## config.mk

```make
export PLATFORM = sky130hd
export DESIGN_NAME = adagrad_weight_update_quantize
export DESIGN_NICKNAME = d
export VERILOG_FILES = /design/src/hw/rtl/awuq_pkg.sv /design/src/hw/rtl/adagrad_weight_update_quantize.sv /design/src/hw/rtl/awuq_ctrl.sv /design/src/hw/rtl/awuq_dp.sv
export SDC_FILE = /design/constraint.sdc
export NUM_CORES = 2
export LEC_CHECK = 0
export ABC_AREA = 1
export BUFFER_PORTS_ARGS = -buffer_cell sky130_fd_sc_hd__clkbuf_2
export CAP_MARGIN = 40
export CORE_AREA = 2 2 409 411
export DETAILED_ROUTE_END_ITERATION = 8
export DIE_AREA = 0 0 411 413
export GPL_ROUTABILITY_DRIVEN = 0
export GPL_TIMING_DRIVEN = 0
export PLACE_DENSITY = 0.78
export SYNTH_ARGS = -nofsm -noshare
export SYNTH_HDL_FRONTEND = slang
export SYNTH_HIERARCHICAL = 1
export SYNTH_SLANG_ARGS = --single-unit
```

## constraint.sdc

```tcl
create_clock -name clk_i -period 11.4 [get_ports clk_i]
set_input_delay 2.28 -clock clk_i [delete_from_list [all_inputs] [get_ports clk_i]]
set_output_delay 2.28 -clock clk_i [all_outputs]
set_load 0.01 [all_outputs]
```

## src/hw/rtl/awuq_pkg.sv

```systemverilog
package awuq_pkg;

  localparam int unsigned LANES_DEF  = 8;
  localparam int unsigned GRAD_W     = 24;
  localparam int unsigned SUM_W      = 48;
  localparam int unsigned WGT_W      = 32;
  localparam int unsigned EPOCH_W    = 32;
  localparam int unsigned QNT_W      = 16;
  localparam int unsigned LANE_W     = 3;
  localparam int unsigned ROOT_W     = 32;
  localparam int unsigned RAD_W      = 64;
  localparam int unsigned CNT_W      = 6;
  localparam int unsigned ROOT_STEPS = 32;
  localparam int unsigned DIV_STEPS  = 48;
  localparam int unsigned IN_DATA_W  = 136;
  localparam int unsigned OUT_DATA_W = 104;
  localparam int unsigned APB_ADDR_W = 4;

  localparam logic [23:0] STEP_RST   = 24'd65536;
  localparam logic [31:0] SKIP_RST   = 32'd0;
  localparam logic [23:0] MINSQ_RST  = 24'd6554;

  localparam logic [1:0] REG_STEP  = 2'd0;
  localparam logic [1:0] REG_SKIP  = 2'd1;
  localparam logic [1:0] REG_MINSQ = 2'd2;

  typedef enum logic [2:0] {
    ST_IDLE,
    ST_SUM,
    ST_CHK,
    ST_ROOT,
    ST_MUL,
    ST_DIV,
    ST_WB,
    ST_EMIT
  } state_e;

  typedef struct packed {
    logic load;
    logic sum;
    logic chk;
    logic root_step;
    logic mul;
    logic div_step;
    logic wb;
    logic emit_load;
    logic emit_last;
  } cmd_t;

  typedef struct packed {
    logic upd;
    logic out_free;
  } sts_t;

endpackage

```

## src/hw/rtl/adagrad_weight_update_quantize.sv

```systemverilog
// Per lane item: load, sum and check, then on the update path 32 root steps,
// a multiply and 48 divide steps, then write back; one item in flight at a time.
// After the last lane, LANES results leave one per cycle unless m_axis_tready stalls.
// Throughput is set by the bit-serial square root and restoring divider.
// rst_ni is asynchronous, active low: controller goes idle, config takes defaults.
module adagrad_weight_update_quantize
  import awuq_pkg::*;
#(
  parameter int unsigned LANES = awuq_pkg::LANES_DEF
) (
  input  logic                        clk_i,
  input  logic                        rst_ni,
  input  logic                        s_axis_tvalid,
  output logic                        s_axis_tready,
  // gradient[23:0], sum_sq[71:24], weight[103:72], epoch[135:104]
  input  logic [IN_DATA_W-1:0]        s_axis_tdata,
  output logic                        m_axis_tvalid,
  input  logic                        m_axis_tready,
  // lane[2:0], new_weight[34:3], new_sum_sq[82:35], quantized[98:83], zero fill
  output logic [OUT_DATA_W-1:0]       m_axis_tdata,
  // write_entry[0]
  output logic                        m_axis_tuser,
  output logic                        m_axis_tlast,
  input  logic                        psel,
  input  logic                        penable,
  input  logic                        pwrite,
  input  logic [APB_ADDR_W-1:0]       paddr,
  input  logic [31:0]                 pwdata,
  output logic [31:0]                 prdata,
  output logic                        pready
);

  localparam int unsigned IDX_W = (LANES > 1) ? $clog2(LANES) : 1;

  logic [23:0] step_q;
  logic [31:0] skip_q;
  logic [23:0] minsq_q;

  assign pready = 1'b1;

  always_ff @(posedge clk_i or negedge rst_ni) begin
    if (!rst_ni) begin
      step_q  <= STEP_RST;
      skip_q  <= SKIP_RST;
      minsq_q <= MINSQ_RST;
    end else if (psel && penable && pwrite) begin
      case (paddr[3:2])
        REG_STEP:  step_q  <= pwdata[23:0];
        REG_SKIP:  skip_q  <= pwdata;
        REG_MINSQ: minsq_q <= pwdata[23:0];
        default: ;
      endcase
    end
  end

  always_comb begin
    case (paddr[3:2])
      REG_STEP:  prdata = {8'b0, step_q};
      REG_SKIP:  prdata = skip_q;
      REG_MINSQ: prdata = {8'b0, minsq_q};
      default:   prdata = '0;
    endcase
  end

  cmd_t             cmd;
  sts_t             sts;
  logic [IDX_W-1:0] lane_idx, emit_idx;
  logic [2:0]       o_lane;
  logic [31:0]      o_w;
  logic [47:0]      o_s;
  logic [15:0]      o_q;

  awuq_ctrl #(.LANES(LANES), .IDX_W(IDX_W)) u_ctrl (
    .clk_i      (clk_i),
    .rst_ni     (rst_ni),
    .in_valid_i (s_axis_tvalid),
    .in_ready_o (s_axis_tready),
    .sts_i      (sts),
    .cmd_o      (cmd),
    .lane_o     (lane_idx),
    .emit_o     (emit_idx)
  );

  awuq_dp #(.LANES(LANES), .IDX_W(IDX_W)) u_dp (
    .clk_i         (clk_i),
    .rst_ni        (rst_ni),
    .cmd_i         (cmd),
    .sts_o         (sts),
    .lane_i        (lane_idx),
    .emit_i        (emit_idx),
    .step_size_i   (step_q),
    .skip_epochs_i (skip_q),
    .min_sum_sq_i  (minsq_q),
    .gradient_i    (s_axis_tdata[23:0]),
    .sum_sq_i      (s_axis_tdata[71:24]),
    .weight_i      (s_axis_tdata[103:72]),
    .epoch_i       (s_axis_tdata[135:104]),
    .out_ready_i   (m_axis_tready),
    .out_valid_o   (m_axis_tvalid),
    .lane_o        (o_lane),
    .new_weight_o  (o_w),
    .new_sum_sq_o  (o_s),
    .quantized_o   (o_q),
    .write_entry_o (m_axis_tuser),
    .last_o        (m_axis_tlast)
  );

  assign m_axis_tdata = {5'b0, o_q, o_s, o_w, o_lane};

endmodule

```

## src/hw/rtl/awuq_ctrl.sv

```systemverilog
module awuq_ctrl #(
  parameter int unsigned LANES = awuq_pkg::LANES_DEF,
  parameter int unsigned IDX_W = 3
) (
  input  logic              clk_i,
  input  logic              rst_ni,
  input  logic              in_valid_i,
  output logic              in_ready_o,
  input  awuq_pkg::sts_t    sts_i,
  output awuq_pkg::cmd_t    cmd_o,
  output logic [IDX_W-1:0]  lane_o,
  output logic [IDX_W-1:0]  emit_o
);
  import awuq_pkg::*;

  localparam logic [IDX_W-1:0] LAST_LANE = IDX_W'(LANES - 1);

  state_e           state_q, state_d;
  logic [CNT_W-1:0] cnt_q, cnt_d;
  logic [IDX_W-1:0] lane_q, lane_d;
  logic [IDX_W-1:0] emit_q, emit_d;

  always_ff @(posedge clk_i or negedge rst_ni) begin
    if (!rst_ni) begin
      state_q <= ST_IDLE;
      cnt_q   <= '0;
      lane_q  <= '0;
      emit_q  <= '0;
    end else begin
      state_q <= state_d;
      cnt_q   <= cnt_d;
      lane_q  <= lane_d;
      emit_q  <= emit_d;
    end
  end

  always_comb begin
    state_d = state_q;
    cnt_d   = cnt_q;
    lane_d  = lane_q;
    emit_d  = emit_q;
    unique case (state_q)
      ST_IDLE: if (in_valid_i) state_d = ST_SUM;
      ST_SUM:  state_d = ST_CHK;
      ST_CHK: begin
        cnt_d   = '0;
        state_d = sts_i.upd ? ST_ROOT : ST_WB;
      end
      ST_ROOT: begin
        cnt_d = cnt_q + 1'b1;
        if (cnt_q == CNT_W'(ROOT_STEPS - 1)) state_d = ST_MUL;
      end
      ST_MUL: begin
        cnt_d   = '0;
        state_d = ST_DIV;
      end
      ST_DIV: begin
        cnt_d = cnt_q + 1'b1;
        if (cnt_q == CNT_W'(DIV_STEPS - 1)) state_d = ST_WB;
      end
      ST_WB: begin
        emit_d = '0;
        if (lane_q == LAST_LANE) begin
          state_d = ST_EMIT;
        end else begin
          lane_d  = lane_q + 1'b1;
          state_d = ST_IDLE;
        end
      end
      ST_EMIT: begin
        if (sts_i.out_free) begin
          emit_d = emit_q + 1'b1;
          if (emit_q == LAST_LANE) begin
            lane_d  = '0;
            state_d = ST_IDLE;
          end
        end
      end
      default: state_d = ST_IDLE;
    endcase
  end

  always_comb begin
    cmd_o      = '0;
    in_ready_o = 1'b0;
    unique case (state_q)
      ST_IDLE: begin
        in_ready_o = 1'b1;
        cmd_o.load = in_valid_i;
      end
      ST_SUM:  cmd_o.sum       = 1'b1;
      ST_CHK:  cmd_o.chk       = 1'b1;
      ST_ROOT: cmd_o.root_step = 1'b1;
      ST_MUL:  cmd_o.mul       = 1'b1;
      ST_DIV:  cmd_o.div_step  = 1'b1;
      ST_WB:   cmd_o.wb        = 1'b1;
      ST_EMIT: begin
        cmd_o.emit_load = sts_i.out_free;
        cmd_o.emit_last = sts_i.out_free && (emit_q == LAST_LANE);
      end
      default: cmd_o = '0;
    endcase
  end

  assign lane_o = lane_q;
  assign emit_o = emit_q;

endmodule

```

## src/hw/rtl/awuq_dp.sv

```systemverilog
module awuq_dp #(
  parameter int unsigned LANES = awuq_pkg::LANES_DEF,
  parameter int unsigned IDX_W = 3
) (
  input  logic                          clk_i,
  input  logic                          rst_ni,
  input  awuq_pkg::cmd_t                cmd_i,
  output awuq_pkg::sts_t                sts_o,
  input  logic [IDX_W-1:0]              lane_i,
  input  logic [IDX_W-1:0]              emit_i,
  input  logic [23:0]                   step_size_i,
  input  logic [31:0]                   skip_epochs_i,
  input  logic [23:0]                   min_sum_sq_i,
  input  logic signed [23:0]            gradient_i,
  input  logic [47:0]                   sum_sq_i,
  input  logic signed [31:0]            weight_i,
  input  logic [31:0]                   epoch_i,
  input  logic                          out_ready_i,
  output logic                          out_valid_o,
  output logic [2:0]                    lane_o,
  output logic signed [31:0]            new_weight_o,
  output logic [47:0]                   new_sum_sq_o,
  output logic signed [15:0]            quantized_o,
  output logic                          write_entry_o,
  output logic                          last_o
);
  import awuq_pkg::*;

  localparam logic signed [31:0] W_HI = 32'sd1073709056;   // 32767 << 15
  localparam logic signed [31:0] W_LO = -32'sd1073741824;  // -32768 << 15

  logic signed [23:0] g_q;
  logic [47:0]        s_q;
  logic signed [31:0] w_q;
  logic               skip_q, upd_q, any_q;
  logic [63:0]        rad_q;
  logic [34:0]        rem_q;
  logic [31:0]        root_q;
  logic [47:0]        dvd_q;
  logic [33:0]        drem_q;
  logic [32:0]        dvs_q;

  logic signed [31:0] wbuf [LANES];
  logic [47:0]        sbuf [LANES];

  logic               ov_q;
  logic [2:0]         ol_q;
  logic signed [31:0] ow_q;
  logic [47:0]        os_q;
  logic signed [15:0] oq_q;
  logic               oe_q, olast_q;

  logic [23:0] ag;
  logic [47:0] sq_full;
  logic [32:0] sq;
  logic [48:0] sum_ext;
  logic [34:0] rrem, rtrial;
  logic [31:0] rr;
  logic [47:0] num;
  logic [33:0] drem2;
  logic        dge;
  logic signed [49:0] wext, dext, wres;
  logic signed [31:0] wsat;
  logic signed [31:0] wk, wc;
  logic [31:0] mag;
  logic [16:0] qmag;
  logic signed [15:0] qv;

  assign ag      = g_q[23] ? 24'(-g_q) : 24'(g_q);
  assign sq_full = ag * ag;
  assign sq      = 33'((49'(sq_full) + 49'h8000) >> 16);
  assign sum_ext = {1'b0, s_q} + {16'b0, sq};

  assign rrem   = {rem_q[32:0], rad_q[63:62]};
  assign rtrial = {1'b0, root_q, 2'b01};

  assign rr  = (root_q == '0) ? 32'd1 : root_q;
  assign num = step_size_i * ag;

  assign drem2 = {drem_q[32:0], dvd_q[47]};
  assign dge   = drem2 >= {1'b0, dvs_q};

  assign wext = 50'(w_q);
  assign dext = $signed({2'b0, dvd_q});
  assign wres = (!g_q[23]) ? (wext - dext) : (wext + dext);
  always_comb begin
    if (wres > 50'sd2147483647)       wsat = 32'sh7fffffff;
    else if (wres < -50'sd2147483648) wsat = 32'sh80000000;
    else                              wsat = wres[31:0];
  end

  assign sts_o.upd      = (g_q != '0) && !skip_q && (s_q >= {24'b0, min_sum_sq_i});
  assign sts_o.out_free = !ov_q || out_ready_i;

  always_ff @(posedge clk_i) begin
    if (cmd_i.load) begin
      g_q    <= gradient_i;
      s_q    <= sum_sq_i;
      w_q    <= weight_i;
      skip_q <= epoch_i <= skip_epochs_i;
    end
    if (cmd_i.sum && g_q != '0) begin
      s_q <= sum_ext[48] ? '1 : sum_ext[47:0];
    end
    if (cmd_i.chk) begin
      upd_q  <= sts_o.upd;
      rad_q  <= {s_q, 16'b0};
      rem_q  <= '0;
      root_q <= '0;
    end
    if (cmd_i.root_step) begin
      rad_q <= {rad_q[61:0], 2'b00};
      if (rrem >= rtrial) begin
        rem_q  <= rrem - rtrial;
        root_q <= {root_q[30:0], 1'b1};
      end else begin
        rem_q  <= rrem;
        root_q <= {root_q[30:0], 1'b0};
      end
    end
    if (cmd_i.mul) begin
      dvd_q  <= num + {16'b0, rr};
      dvs_q  <= {rr, 1'b0};
      drem_q <= '0;
    end
    if (cmd_i.div_step) begin
      dvd_q  <= {dvd_q[46:0], dge};
      drem_q <= dge ? (drem2 - {1'b0, dvs_q}) : drem2;
    end
    if (cmd_i.wb) begin
      wbuf[lane_i] <= upd_q ? wsat : w_q;
      sbuf[lane_i] <= s_q;
    end
  end

  always_ff @(posedge clk_i or negedge rst_ni) begin
    if (!rst_ni) begin
      any_q <= 1'b0;
    end else if (cmd_i.emit_last) begin
      any_q <= 1'b0;
    end else if (cmd_i.wb && upd_q) begin
      any_q <= 1'b1;
    end
  end

  // clamp and round half away from zero
  assign wk   = wbuf[emit_i];
  assign wc   = (wk > W_HI) ? W_HI : ((wk < W_LO) ? W_LO : wk);
  assign mag  = wc[31] ? 32'(-wc) : 32'(wc);
  assign qmag = 17'((mag + 32'h4000) >> 15);
  assign qv   = wc[31] ? 16'(-qmag) : 16'(qmag);

  always_ff @(posedge clk_i or negedge rst_ni) begin
    if (!rst_ni) begin
      ov_q <= 1'b0;
    end else if (cmd_i.emit_load) begin
      ov_q <= 1'b1;
    end else if (out_ready_i) begin
      ov_q <= 1'b0;
    end
  end

  always_ff @(posedge clk_i) begin
    if (cmd_i.emit_load) begin
      ol_q    <= 3'(emit_i);
      ow_q    <= any_q ? wc : wk;
      os_q    <= sbuf[emit_i];
      oq_q    <= any_q ? qv : '0;
      oe_q    <= any_q;
      olast_q <= cmd_i.emit_last;
    end
  end

  assign out_valid_o   = ov_q;
  assign lane_o        = ol_q;
  assign new_weight_o  = ow_q;
  assign new_sum_sq_o  = os_q;
  assign quantized_o   = oq_q;
  assign write_entry_o = oe_q;
  assign last_o        = olast_q;

endmodule

```

==> impl_metrics.tcl <==
set metrics [dict create \
    fin_worst_skew_ns 0.0685 \
    multi_input_area_sq_um 51700 \
    grt_max_degree 62 \
    nNetsFinal 12792 \
    min_period_ns 11.23 \
    setup.worst_path.end_class "register" \
    wl_met1_mm 103 \
    syn2layout_area_growth_pct 10.6 \
    place_ws_ns -3.05 \
    drt-total-wl_mm 298 \
    seqCellArea_sq_um 34700 \
    start_util 0.574 \
    clk_path_buf_depth 3 \
    grt-ovfl-total 0 \
    insertion_delay_ns 0.77 \
    grt_pass1_vias 78333 \
    h-tree-depth 3 \
    firstDrtPassIters 9 \
    setup_ws_ns 0.165 \
    status "complete, but fails checks" \
    synth_seq_area_share 0.364 \
    synth_top_flop_cell "edfxtp_1" \
    crit_arrival_ns 11.73 \
    worstSetupPathType "register to register" \
    syn_inst 10553 \
    violations "DRC" \
    max-cap-violations 0 \
    cts_made_buffers 116 \
    die_area_sq_um 170000 \
    drc 11 \
    io-pin-count 320 \
    hp-class "register to register" \
    finalSetupViolCount 0 \
    hpwl_mm 233 \
    routedWlPerCell_um 22.2 \
    cp.required_ns 11.90 \
    track_usage 0.350 \
    fp.dieW_um 411 \
    ant_nets 0 \
    ys_ff_latch 1170 \
    report.final.hold_viol_count 0 \
    maxSlewViolCount 0 \
    root_buffer "clkbuf_16" \
    max_slew_margin 0.312 \
    fin_crit_sh 0.986 \
    vias_per_cell 5.88 \
    rr_startpoint "u_dp/g_q[0]" \
    die_h_um 413 \
    worstSetupStartpoint "u_dp/g_q[0]" \
    fp-row-count 150 \
    fmax_ghz 0.0890 \
    drive_gt1_frac 0.0799 \
    worst_slew_pin_slew_ns 1.03 \
    cts_tree "done" \
    vias 78789 \
    critPathSlowestCell "fa_1" \
    wl_met2_mm 131 \
    path_max_fanout 10 \
    top_layer_used "met5" \
    path_clk_slew_ns 0.06 \
    antenna_found_initial 22 \
    nFillCells 13027 \
    hold_path_startpoint "minsq_q[3]" \
    core_area_sq_um 166000 \
    synthArstFlopShare 0.0829 \
    grt_pass1_wl_mm 450 \
    slowest_delay_ns 0.57 \
    dr.first_iter.drc_count 9947 \
    clkSinkCount 1170 \
    synth_edf_count 1073 \
    dr_wl_met3_mm 41.9 \
    numPortBuffers 311 \
    synth.distinct_cells 67 \
    fin_tns_setup_ns 0 \
    syn-cell-area_sq_um 95200 \
    synth.avg_cell_area_sq_um 9.02 \
    crit_path_start_kind "register" \
    cp_common_cell "nand2_1" \
    synth_warnings 6 \
]
[cell families (layout without fill, tap and decap cells)]
logic type | after synthesis | count (layout) | synth area share
simple gates | 3945 | 3945 | 0.167
buf+inv | 2354 | 2965 | 0.0962
fa+ha+maj | 1527 | 1527 | 0.275
compound gates | 1297 | 1297 | 0.0745
flops | 1170 | 1170 | 0.364
xor+xnor | 256 | 256 | 0.0238
other cells | 4 | 39 | 0.000158
[worst paths after layout]
check                      cells past startpoint            to  slack, ns
setup / recovery                              50  u_dp/s_q[42]       0.17
hold / removal                                 2    minsq_q[3]       0.47
setup reg to reg                              50  u_dp/s_q[42]       0.17
hold reg to reg                                2    minsq_q[3]       0.47
max in group asynchronous                      2    step_q[16]       9.12
min in group asynchronous                      1    skip_q[30]       1.52
[layer usage]
layer,GRT usage,vias to the layer above
met5,0.00141,-
met4,0.216,28
met3,0.110,1327
met2,0.538,5489
met1,0.432,37485
li1,-,34460
[placed cells by master (no fill, tap or decap), types with 16 or more instances in the layout]
master     count
a21oi_1      449
a31oi_1      108
buf_1         41
buf_12        19
buf_2         49
buf_4         50
buf_6         48
bufinv_16     16
clkbuf_1     275
clkbuf_16    116
clkbuf_2     325
clkinv_1      31
clkinv_2      17
conb_1        23
dfrtp_1       89
diode_2       16
edfxtp_1    1073
fa_1         938
ha_1         586
inv_1       1884
inv_2         23
nand2_1     2174
nand2_2       30
nand3_1      316
nand4_1       50
nor2_1      1188
nor2_4        22
nor3_1        57
nor4_1        23
o21a_1        27
o21ai_0      486
o21ai_1       55
o22ai_1       49
or2_2         36
xnor2_1      106
xor2_1       147
[flip-flops by register name, summed over array words and instances (netlist names), 32 cells and up]
signal	flops
skip_q	32
u_dp/drem_q	33
u_dp/dvd_q	48
u_dp/dvs_q	32
u_dp/new_sum_sq_o	48
u_dp/new_weight_o	32
u_dp/rad_q	48
u_dp/rem_q	33
u_dp/root_q	32
u_dp/s_q	48
u_dp/sbuf	384
u_dp/w_q	32
u_dp/wbuf	256
[critical path, delay by kind of cell, from the launching register on]
kind / cells / cell delay [ns]
AND/OR/NAND/NOR: 17 / 1.96
buffers and inverters: 11 / 1.89
AO/OA/AOI/OAI: 11 / 2.12
XOR/XNOR: 1 / 0.14
adder cells (fa/ha/maj): 10 / 4.49
flip-flops: 1 / 0.35
[repair_timing]
action                                  CTS  global route
endpoints found under the setup margin   48            48
buffers inserted                          8            13
resized for setup                        90            77
hold buffers                              0             0
pin swaps                                 4             9
endpoints found under the hold margin     0             0
[area by class of cell]
cell class	instances	area share
Multi-Input combinational cell	7048	0.491
Sequential cell	1170	0.329
Inverter	1929	0.0692
Clock buffer	139	0.0284
Timing Repair Buffer	405	0.0278
Tap cell	2204	0.0262
Buffer	416	0.0190
Clock inverter	76	0.00863
Antenna cell	16	0.000380
[through the flow]
stage | instances | util | hold WS [ns] | cell area (sq um)
after global placement | 13087 | 0.600 | 0.458 | 99600
after floorplan | 10572 | - | 0.449 | 95300
after CTS | 13377 | 0.633 | 0.470 | 105000
after global routing | 13392 | 0.635 | 0.498 | 105000
after detailed placement | 13159 | 0.608 | 0.461 | 101000
final | 13403 | 0.635 | 0.470 | 105000
[synthesized netlist by cell type, types with 21 or more instances]
library cell / n / area (sq um)
fa_1: 938 / 18800
o21ai_0: 495 / 2480
buf_1: 52 / 195
buf_6: 25 / 282
nor2_1: 1197 / 4490
dfrtp_1: 89 / 2230
nand2_1: 2186 / 8210
clkbuf_1: 292 / 1100
a31oi_1: 111 / 694
xnor2_1: 106 / 928
ha_1: 589 / 7370
inv_1: 1895 / 7110
buf_2: 37 / 185
o21ai_1: 50 / 250
nand3_1: 316 / 1580
a21oi_1: 453 / 2270
edfxtp_1: 1073 / 32200
or2_2: 38 / 238
nand4_1: 50 / 313
o22ai_1: 49 / 307
xor2_1: 148 / 1300
nand2_2: 21 / 131
o21a_1: 27 / 203
nor3_1: 61 / 305
nor4_1: 25 / 156
inv_2: 21 / 78.8
Power is left out: the tool's default activity adds up to more than one toggle a clock period on the data nets, which glitch-free logic cannot reach.
